**config.mk**
```make
export PLATFORM = sky130hd
export DESIGN_NAME = sound_level_color_smoother
export DESIGN_NICKNAME = d
export VERILOG_FILES = /design/src/sv/slcs_pkg.sv /design/src/sv/slcs_front.sv /design/src/sv/slcs_fifo.sv /design/src/sv/slcs_back.sv /design/src/sv/sound_level_color_smoother.sv
export VERILOG_INCLUDE_DIRS = /design/src /design/src/sv
export SDC_FILE = /design/constraint.sdc
export NUM_CORES = 1
export LEC_CHECK = 0
export BUFFER_PORTS_ARGS = -buffer_cell sky130_fd_sc_hd__buf_2
export CORE_MARGIN = 3
export CORE_UTILIZATION = 49
export DETAILED_ROUTE_END_ITERATION = 12
export GPL_ROUTABILITY_DRIVEN = 0
export MAX_ROUTING_LAYER = met4
export PLACE_DENSITY = 0.72
export SKIP_LAST_GASP = 1
export SLEW_MARGIN = 20
export SYNTH_ARGS = -nofsm -noshare
export SYNTH_HDL_FRONTEND = slang
export SYNTH_HIERARCHICAL = 1
export SYNTH_SLANG_ARGS = --single-unit
```
**constraint.sdc**
```tcl
create_clock -name clk -period 5.2 [get_ports clk]
set_clock_uncertainty 0.15 [all_clocks]
set_input_delay 0 -clock clk [delete_from_list [all_inputs] [get_ports clk]]
set_output_delay 0 -clock clk [all_outputs]
set_load 0.01 [all_outputs]
```
**src/sv/sound_level_color_smoother_defines.svh**
```systemverilog
// Assertion macros for the sound level color smoother.
`ifndef SOUND_LEVEL_COLOR_SMOOTHER_DEFINES_SVH
`define SOUND_LEVEL_COLOR_SMOOTHER_DEFINES_SVH

`ifndef ASSERT_OFF
`define SLCS_ASSERT_SAME(label, clk, rst_n, ante, cons) \
    label: assert property (@(posedge clk) disable iff (!rst_n) (ante) |-> (cons)) \
        else $error("slcs check failed");
`define SLCS_ASSERT_NEXT(label, clk, rst_n, ante, cons) \
    label: assert property (@(posedge clk) disable iff (!rst_n) (ante) |=> (cons)) \
        else $error("slcs check failed");
`else
`define SLCS_ASSERT_SAME(label, clk, rst_n, ante, cons)
`define SLCS_ASSERT_NEXT(label, clk, rst_n, ante, cons)
`endif

`endif

```
**src/sv/slcs_pkg.sv**
```systemverilog
package slcs_pkg;

    localparam int WINDOW_LEN = 8;
    localparam int LEVEL_W    = 11;
    localparam int DUTY_W     = 8;
    localparam int SUM_W      = $clog2(2 * WINDOW_LEN + 1);
    localparam int CMP_W      = SUM_W + 5;

    localparam logic [LEVEL_W-1:0] GREEN_LIMIT_RST  = LEVEL_W'(650);
    localparam logic [LEVEL_W-1:0] YELLOW_LIMIT_RST = LEVEL_W'(850);

    localparam logic REG_GREEN_LIMIT  = 1'b0;
    localparam logic REG_YELLOW_LIMIT = 1'b1;

    localparam logic [CMP_W-1:0] GREEN_BOUND  = CMP_W'(WINDOW_LEN);
    localparam logic [CMP_W-1:0] YELLOW_BOUND = CMP_W'(14 * WINDOW_LEN);

    localparam logic [DUTY_W-1:0] DUTY_ON     = DUTY_W'(0);
    localparam logic [DUTY_W-1:0] DUTY_OFF    = DUTY_W'(255);
    localparam logic [DUTY_W-1:0] DUTY_YELLOW = DUTY_W'(100);

    typedef enum logic [1:0] {
        COLOR_GREEN  = 2'd0,
        COLOR_YELLOW = 2'd1,
        COLOR_RED    = 2'd2
    } color_t;

    typedef struct packed {
        logic full;
        logic empty;
    } fifo_stat_t;

endpackage

```
**src/sv/slcs_front.sv**
```systemverilog
module slcs_front
    import slcs_pkg::*;
(
    input  logic               clk,
    input  logic               rst_n,
    input  logic               cfg_we,
    input  logic               cfg_index,
    input  logic [LEVEL_W-1:0] cfg_wdata,
    input  logic [LEVEL_W-1:0] level,
    output color_t             color
);

    logic [LEVEL_W-1:0] green_limit_reg;
    logic [LEVEL_W-1:0] yellow_limit_reg;

    always_ff @(posedge clk or negedge rst_n)
    begin
        if (!rst_n)
        begin
            green_limit_reg  <= GREEN_LIMIT_RST;
            yellow_limit_reg <= YELLOW_LIMIT_RST;
        end
        else if (cfg_we)
        begin
            if (cfg_index == REG_GREEN_LIMIT)
                green_limit_reg <= cfg_wdata;
            if (cfg_index == REG_YELLOW_LIMIT)
                yellow_limit_reg <= cfg_wdata;
        end
    end

    always_comb
    begin
        priority if (level < green_limit_reg)
            color = COLOR_GREEN;
        else if (level < yellow_limit_reg)
            color = COLOR_YELLOW;
        else
            color = COLOR_RED;
    end

endmodule

```
**src/sv/slcs_fifo.sv**
```systemverilog
module slcs_fifo
    import slcs_pkg::*;
(
    input  logic       clk,
    input  logic       rst_n,
    input  logic       push,
    input  color_t     push_color,
    input  logic       pop,
    output color_t     pop_color,
    output fifo_stat_t stat
);

    color_t     mem_reg [2];
    logic       wr_ptr_reg;
    logic       rd_ptr_reg;
    logic [1:0] count_reg;
    logic [1:0] count_next;

    always_comb
    begin
        count_next = count_reg;
        unique case ({push, pop})
            2'b10:   count_next = count_reg + 2'd1;
            2'b01:   count_next = count_reg - 2'd1;
            default: count_next = count_reg;
        endcase
    end

    always_ff @(posedge clk)
    begin
        if (push)
            mem_reg[wr_ptr_reg] <= push_color;
    end

    always_ff @(posedge clk or negedge rst_n)
    begin
        if (!rst_n)
        begin
            wr_ptr_reg <= 1'b0;
            rd_ptr_reg <= 1'b0;
            count_reg  <= 2'd0;
        end
        else
        begin
            if (push)
                wr_ptr_reg <= ~wr_ptr_reg;
            if (pop)
                rd_ptr_reg <= ~rd_ptr_reg;
            count_reg <= count_next;
        end
    end

    assign pop_color  = mem_reg[rd_ptr_reg];
    assign stat.full  = (count_reg == 2'd2);
    assign stat.empty = (count_reg == 2'd0);

endmodule

```
**src/sv/slcs_back.sv**
```systemverilog
module slcs_back
    import slcs_pkg::*;
(
    input  logic              clk,
    input  logic              rst_n,
    input  logic              in_valid,
    input  color_t            in_color,
    output logic              pop,
    input  logic              out_ready,
    output logic              out_valid,
    output color_t            shown_color,
    output logic [DUTY_W-1:0] red_duty,
    output logic [DUTY_W-1:0] green_duty,
    output logic [DUTY_W-1:0] blue_duty
);

    color_t           window_reg [WINDOW_LEN];
    logic             window_empty_reg;
    logic [SUM_W-1:0] sum_reg;
    logic [SUM_W-1:0] sum_next;
    logic             out_valid_reg;
    color_t           shown_reg;
    color_t           shown_next;
    color_t           newest;
    color_t           oldest;
    logic             refill;
    logic [CMP_W-1:0] sum_x2;
    logic [CMP_W-1:0] sum_x10;

    assign pop    = in_valid && (!out_valid_reg || out_ready);
    assign newest = window_reg[WINDOW_LEN-1];
    assign oldest = window_reg[0];
    assign refill = window_empty_reg || (in_color < newest);

    always_comb
    begin
        if (refill)
            sum_next = SUM_W'(in_color) * SUM_W'(WINDOW_LEN);
        else
            sum_next = sum_reg - SUM_W'(oldest) + SUM_W'(in_color);
        sum_x2  = CMP_W'(sum_next) * CMP_W'(2);
        sum_x10 = CMP_W'(sum_next) * CMP_W'(10);
    end

    always_comb
    begin
        priority if (refill)
            shown_next = in_color;
        else if (in_color == COLOR_RED && (newest == COLOR_GREEN || newest == COLOR_RED))
            shown_next = COLOR_RED;
        else if (sum_x2 < GREEN_BOUND)
            shown_next = COLOR_GREEN;
        else if (sum_x10 < YELLOW_BOUND)
            shown_next = COLOR_YELLOW;
        else
            shown_next = COLOR_RED;
    end

    always_ff @(posedge clk)
    begin
        if (pop)
        begin
            for (int i = 0; i < WINDOW_LEN - 1; i++)
            begin
                if (refill)
                    window_reg[i] <= in_color;
                else
                    window_reg[i] <= window_reg[i+1];
            end
            window_reg[WINDOW_LEN-1] <= in_color;
            sum_reg   <= sum_next;
            shown_reg <= shown_next;
        end
    end

    always_ff @(posedge clk or negedge rst_n)
    begin
        if (!rst_n)
        begin
            window_empty_reg <= 1'b1;
            out_valid_reg    <= 1'b0;
        end
        else
        begin
            if (pop)
                window_empty_reg <= 1'b0;
            if (pop)
                out_valid_reg <= 1'b1;
            else if (out_ready)
                out_valid_reg <= 1'b0;
        end
    end

    always_comb
    begin
        unique case (shown_reg)
            COLOR_GREEN:
            begin
                red_duty   = DUTY_OFF;
                green_duty = DUTY_ON;
            end
            COLOR_YELLOW:
            begin
                red_duty   = DUTY_ON;
                green_duty = DUTY_YELLOW;
            end
            default:
            begin
                red_duty   = DUTY_ON;
                green_duty = DUTY_OFF;
            end
        endcase
    end

    assign blue_duty   = DUTY_OFF;
    assign out_valid   = out_valid_reg;
    assign shown_color = shown_reg;

endmodule

```
**src/sv/sound_level_color_smoother.sv**
```systemverilog
// Accepted words pass through a two-entry queue, which decouples classify
// from smoothing, then the output register. Throughput: one word per cycle
// unless m_tready stalls the output; the window shift register and running
// sum update once per word. Reset (rst_n low, asynchronous): limits return to
// 650 and 850, the window is marked empty, queue and out_valid are cleared.
`include "sound_level_color_smoother_defines.svh"

module sound_level_color_smoother
    import slcs_pkg::*;
(
    input  logic               clk,
    input  logic               rst_n,
    input  logic               s_tvalid,
    output logic               s_tready,
    input  logic [15:0]        s_tdata,   // [10:0] level_tenth_db
    output logic               m_tvalid,
    input  logic               m_tready,
    output logic [31:0]        m_tdata,   // [1:0] shown_color, [9:2] red_duty,
                                          // [17:10] green_duty, [25:18] blue_duty
    input  logic               cfg_we,
    input  logic               cfg_index,
    input  logic [LEVEL_W-1:0] cfg_wdata
);

    color_t            front_color;
    color_t            queue_color;
    fifo_stat_t        queue_stat;
    logic              push;
    logic              pop;
    color_t            shown_color;
    logic [DUTY_W-1:0] red_duty;
    logic [DUTY_W-1:0] green_duty;
    logic [DUTY_W-1:0] blue_duty;

    assign s_tready = !queue_stat.full;
    assign push     = s_tvalid && s_tready;

    slcs_front u_front (
        .clk       (clk),
        .rst_n     (rst_n),
        .cfg_we    (cfg_we),
        .cfg_index (cfg_index),
        .cfg_wdata (cfg_wdata),
        .level     (s_tdata[LEVEL_W-1:0]),
        .color     (front_color)
    );

    slcs_fifo u_fifo (
        .clk        (clk),
        .rst_n      (rst_n),
        .push       (push),
        .push_color (front_color),
        .pop        (pop),
        .pop_color  (queue_color),
        .stat       (queue_stat)
    );

    slcs_back u_back (
        .clk         (clk),
        .rst_n       (rst_n),
        .in_valid    (!queue_stat.empty),
        .in_color    (queue_color),
        .pop         (pop),
        .out_ready   (m_tready),
        .out_valid   (m_tvalid),
        .shown_color (shown_color),
        .red_duty    (red_duty),
        .green_duty  (green_duty),
        .blue_duty   (blue_duty)
    );

    assign m_tdata = {6'd0, blue_duty, green_duty, red_duty, shown_color};

    `SLCS_ASSERT_NEXT(a_pop_fills_output, clk, rst_n, pop, m_tvalid)
    `SLCS_ASSERT_NEXT(a_push_reaches_queue, clk, rst_n, push, !queue_stat.empty)
    `SLCS_ASSERT_SAME(a_red_duties, clk, rst_n,
        m_tvalid && shown_color == COLOR_RED,
        red_duty == DUTY_ON && green_duty == DUTY_OFF)
    `SLCS_ASSERT_SAME(a_color_legal, clk, rst_n, m_tvalid,
        shown_color == COLOR_GREEN || shown_color == COLOR_YELLOW || shown_color == COLOR_RED)

endmodule

```
==> results of run 1 <==
## power by group
part | internal [uW] | leakage (uW) | switching [uW] | total [uW]
clock | 141 | 0.0000556 | 129 | 270
combinational | 717 | 0.00111 | 938 | 1650
sequential | 706 | 0.000581 | 63.4 | 769
## final cells by class
| class | instances | area share [%] |
|---|---|---|
| Clock buffer | 5 | 1.83 |
| Sequential cell | 55 | 40.5 |
| Clock inverter | 3 | 1.03 |
| Timing Repair Buffer | 64 | 10.6 |
| Inverter | 36 | 3.59 |
| Tap cell | 77 | 2.56 |
| Multi-Input combinational cell | 196 | 40.0 |
## stage by stage
| stage | utilization, % | setup slack, ns | instance area [um^2] | instances |
|---|---|---|---|---|
| global placement | 54.2 | 0.630 | 3520 | 414 |
| detailed placement | 54.2 | 0.585 | 3520 | 414 |
| CTS | 58.0 | 0.560 | 3770 | 436 |
| finish | 58.0 | 0.581 | 3770 | 436 |
| global route | 58.0 | 0.279 | 3770 | 436 |
| floorplan | - | 0.818 | 3400 | 322 |
## per-layer routing
metal  vias up  global-route usage, %
met5         -                      -
met4         0                   4.81
met3         4                   2.51
met2        54                   26.0
met1      1066                   19.0
li1       1124                      -
## cells by family (layout without fill, tap and decap cells)
logic type      after synthesis  in the layout
simple gates                 59             59
xor+xnor                     12             12
flops                        55             55
fa+ha+maj                    34             34
other cells                   2             14
buf+inv                      71            108
compound gates               62             62
mux                          15             15
## cell usage after synthesis, types with 2 or more instances
library cell  count  area [um^2]
mux2_2           14          158
edfxtp_1         27          811
a21o_2            2         17.5
a21oi_1          15         75.1
ha_1             31          388
nand4_1           2         12.5
xnor2_1           4         35.0
nor3_1            4         20.0
a31o_2           15          131
dfrtp_1          18          450
nand3_1           2         10.0
and2_1            7         43.8
nor2_1            6         22.5
fa_1              3         60.1
clkbuf_1          5         18.8
xor2_1            7         61.3
a211oi_1          3         22.5
conb_1            2         7.51
o221ai_1          2         17.5
dfstp_2          10          263
buf_4            27          203
a21o_1            2         15.0
nand2_1          24         90.1
o21ai_0          15         75.1
buf_2             2         10.0
nor2b_1           6         37.5
nand2b_1          2         12.5
inv_1            36          135
## path summary, 6_finish.rpt
path | slack, ns | cells after the start | to
max in group asynchronous | 4.37 | 2 | u_front/green_limit_reg[5]
min reg2reg | 0.34 | 1 | u_back/window_empty_reg
min in group asynchronous | 0.10 | 2 | u_fifo/rd_ptr_reg
max reg2reg | 0.58 | 18 | u_back/shown_color[0]
max | 0.58 | 18 | u_back/shown_color[0]
min | 0.01 | 5 | u_front/green_limit_reg[3]
## critical path: cells and delay by family (launching register included)
family	cells	cell delay, ns
buffers and inverters	2	0.16
AND/OR/NAND/NOR	3	0.39
multiplexers	1	0.30
adder cells (fa/ha/maj)	5	1.75
XOR/XNOR	2	0.30
flip-flops	1	0.42
AO/OA/AOI/OAI	5	0.90
## repair_timing
item / in CTS / in global routing
endpoints found under the hold margin: 52 / 0
endpoints found under the setup margin: 0 / 0
hold buffers: 14 / 0
==> flow_summary.yaml, run 1 <==
run:
  drv_cap: 0
grt:
  grt_pass1_vias: 2196
  grt_max_degree: 29
  antenna_found_initial: 0
  grt_use_total_pct: 15.5
  grt_pass1_wl_mm: 9.29
  grt_overflow_total: 0
synth:
  syn_avg_cell_area_um2: 10.8
  postSynth.asyncResetShare_pct: 50.9
  synth_cell_types: 45
  ys.flop_type: "edfxtp_1"
  seq_area_frac_synth_pct: 45.4
  synth_compound_area_share_pct: 12.8
  synth.area.mux_share_pct: 5.00
  synth_warnings: 6
  synth-xor-area-share_pct: 3.36
  synth-edff-count: 27
  ys_seq_elements: 55
  syn-instance-count: 310
  synth_top_family_by_area: "adder cells"
  synthAdderAreaFrac_pct: 13.4
  yosys.area_share.simple_pct: 8.80
  synth_area_um2: 3350
cts:
  clk_latency_ns: 0.30
  ctsResizeCount: 0
  cts.clk_slew.worst_paths_ns: 0.09
  numCtsBuffers: 5
  root_buffer: "clkbuf_8"
  clock_path_buffers: 2
  cts.sinks: 55
  cts_setup_buffers: 0
  cts_tree: "built"
  htree_levels: 2
route:
  met3RoutedLength_um: 214
  met1_length_mm: 2.58
  wl_met2_mm: 2.77
  drc_errors: 0
  vias: 2248
  wl_per_cell_um: 12.8
  via_per_inst: 5.16
  top_layer_used: "met4"
  drtPass1Iterations: 4
  first_iter_violations: 66
  drt-total-wl_mm: 5.60
  ant_nets: 0
min_path:
  hold_class: "in -> reg"
  holdCritStartpoint: "cfg_index"
final_layout:
  largest_reg_flops: 16
  synthToLayoutAreaGrowth_pct: 12.3
  final_common_cell: "buf_2"
  nNetsFinal: 425
  mostFrequentLayoutCells: "47 x buf_2, 36 x inv_1, 31 x ha_1, 27 x edfxtp_1, 24 x nand2_1"
  drive_gt1_share_pct: 29.2
  antenna_cells: 0
  regArea_um2: 1520
  multi_input_area_um2: 1510
  nFillCells: 570
worst_setup_path:
  reg2reg_from: "u_fifo/rd_ptr_reg"
  crit_chain: "mux2_2 > inv_1 > fa_1 > inv_1 > ha_1 > a21o_1 > a21oi_2 > xnor2_2 > a21o_2 > ha_1 > ha_1 > fa_1 > xor2_1 > nand3_1 > o31ai_1 > nor2_1 > and4_4 > a211o_1"
  crit_path_end_kind: "flop"
  cp.required_ns: 5.11
  slowest_delay_ns: 0.53
  worstPathMaxFanout: 5
  cp-startpoint: "u_fifo/rd_ptr_reg"
  crit_top_cell: "ha_1"
  crit_type: "reg -> reg"
  setup.worst_path.start_class: "flop"
  arrival_ns: 4.53
  slowest_stage: "fa_1"
timing:
  min_period_ns: 4.62
  hold_viol: 0
  holdWs_ns: 0.0103
  rsz0062_at_grt: "no"
  final_max_slew_viol_count: 0
  tightest_slew_ns: 0.652
  max_slew_margin_pct: 56.5
  min_period_over_period_pct: 88.8
  fin_setup_tns_ns: 0
  setup_viol: 0
  max_freq_mhz: 216
floorplanning:
  die-height_um: 88.7
  die-width_um: 88.7
  start_util_pct: 51.6
  core_area_um2: 6490
  rows: 29
  die_area_um2: 7870
  ioPinCount: 67
power:
  total_power_uw: 2690
  power_density_nw_per_um2: 715
  irDropWorstVdd_v: 0.000297
  p_leak_uw: 0.00175
placed_design:
  portBuffers: 47
  dp_hpwl_mm: 4.16
status:
  status: "finished, final reports clean"
Note: power is estimated with default switching activity, not from simulation.
==> inputs of run 2 (changes only) <==
- RECOVER_POWER: unset -> 100
- clock period: 5.2 -> 5.1 ns (I/O delays scaled with it)
==> flow_summary.yaml, run 2 (synthesis results as in run 1) <==
timing:
  fin_setup_tns_ns: 0
  max_freq_mhz: 211
  hold_viol: 0
  min_period_over_period_pct: 93.0
  rsz0062_at_grt: "no"
  setup_viol: 0
  final_max_slew_viol_count: 29
  setup_ws_ns: 0.355
  min_period_ns: 4.74
  max_slew_margin_pct: -5.40
  tightest_slew_ns: 1.58
  holdWs_ns: 0.0207
cts:
  cts_setup_buffers: 0
  cts.sinks: 55
  root_buffer: "clkbuf_8"
  ctsResizeCount: 0
  cts_tree: "built"
  numCtsBuffers: 5
  clock_path_buffers: 2
  cts.clk_slew.worst_paths_ns: 0.09
  clk_latency_ns: 0.30
  htree_levels: 2
route:
  wl_per_cell_um: 13.5
  vias: 2227
  drt-total-wl_mm: 5.91
  ant_nets: 0
  via_per_inst: 5.10
  first_iter_violations: 107
  drtPass1Iterations: 4
  drc_errors: 0
run:
  drv_cap: 1
worst_setup_path:
  crit_type: "reg -> reg"
  cp-startpoint: "u_fifo/rd_ptr_reg"
  worstPathMaxFanout: 5
  r2r_slack_ns: 0.36
  setup.worst_path.start_class: "flop"
  reg2reg_from: "u_fifo/rd_ptr_reg"
  reg2reg_depth: 18
  critical_path.endpoint: "u_back/shown_color[0]"
  crit_path_end_kind: "flop"
  cp.required_ns: 5.01
  r2r_end: "u_back/shown_color[0]"
  arrival_ns: 4.65
placed_design:
  pre_cts_slack_ns: 0.470
  dpl_cell_area_um2: 3520
  portBuffers: 47
  dp_hpwl_mm: 4.30
grt:
  grt_pass1_wl_mm: 9.77
  antenna_found_initial: 0
  grt_max_degree: 29
  grt_pass1_vias: 2190
  grt_use_total_pct: 16.5
  grt_overflow_total: 0
power:
  power_density_nw_per_um2: 721
  irDropWorstVdd_v: 0.000267
  p_leak_uw: 0.00166
final_layout:
  mostFrequentLayoutCells: "36 x inv_1, 31 x ha_1, 27 x edfxtp_1, 26 x buf_2"
  drive_gt1_share_pct: 20.8
  nNetsFinal: 426
  largest_reg_flops: 16
  antenna_cells: 0
  final_area_um2: 3720
  final_common_cell: "inv_1"
  synthToLayoutAreaGrowth_pct: 10.8
status:
  violations: "capacitance limit, slew limit"
  status: "complete, but fails checks"
floorplanning:
  rows: 29
  die_area_um2: 7870
  start_util_pct: 51.6
  die-width_um: 88.7
  core_area_um2: 6490
  ioPinCount: 67
  die-height_um: 88.7
min_path:
  hold_depth: 5
  hold_class: "in -> reg"
[run 2: cell types whose count changed in the layout (fill, tap and decap cells not counted), sizes merged]
cell	delta
buf	-23
bufinv	-1
clkbuf	+25
clkinv	-1
dlygate4sd3	+1
[run 2: through the flow]
stage	power (uW)	instances	utilization, %
2_1_floorplan	2180	322	-
3_3_place_gp	2430	414	54.2
3_5_place_dp	2490	414	54.2
4_1_cts	2750	437	57.9
5_1_grt	2940	437	57.2
6_report	2680	437	57.2
[run 2: repair_timing]
item,in CTS,in global routing
endpoints found under the setup margin,0,0
hold endpoints to repair,52,0
hold buffers,15,0
[run 2: routing by layer]
metal / up-vias / GRT usage (%) / wire [um]
met3: 4 / 3.07 / 222
met2: 52 / 27.1 / 2880
met4: 0 / 5.77 / 50
met5: - / - / 0
met1: 1047 / 20.3 / 2750
li1: 1124 / - / -
[run 2: how the worst min path moves through the flow]
| stage | from | end | slack [ns] |
|---|---|---|---|
| 6_report | cfg_index | u_front/green_limit_reg[1] | 0.02 |
| 5_1_grt | cfg_index | u_front/green_limit_reg[1] | 0.05 |
| 4_1_cts | cfg_index | u_front/green_limit_reg[9] | 0.006 |
| 3_5_place_dp | rst_n | u_fifo/count_reg[1] | -0.08 |
| 3_3_place_gp | rst_n | u_fifo/count_reg[1] | -0.09 |
| 2_1_floorplan | rst_n | u_back/out_valid | -0.45 |
[run 2: worst max-delay path, stage by stage (launching register included)]
cell and delay, ns:
dfrtp_1 0.42, mux2_1 0.33, inv_1 0.12, fa_1 0.55, inv_1 0.07, ha_1 0.28
a21o_1 0.12, a21oi_2 0.06, xnor2_1 0.42, a21o_2 0.21, ha_1 0.22, ha_1 0.23
fa_1 0.42, xor2_1 0.17, nand3_1 0.11, o31ai_1 0.09, nor2_1 0.09, and4_4 0.19
a211o_1 0.25
[run 2: power breakdown]
part	internal [uW]	switching (uW)	leakage (uW)
Sequential	720	69.4	0.000579
Combinational	678	965	0.00103
Clock	110	135	0.0000482
[run 2: area by class of cell]
class | count | area, um^2
Clock buffer | 7 | 86.3
Clock inverter | 1 | 5.00
Fill cell | 605 | 2780
Inverter | 36 | 135
Multi-Input combinational cell | 196 | 1500
Sequential cell | 55 | 1520
Tap cell | 77 | 96.3
Timing Repair Buffer | 65 | 374
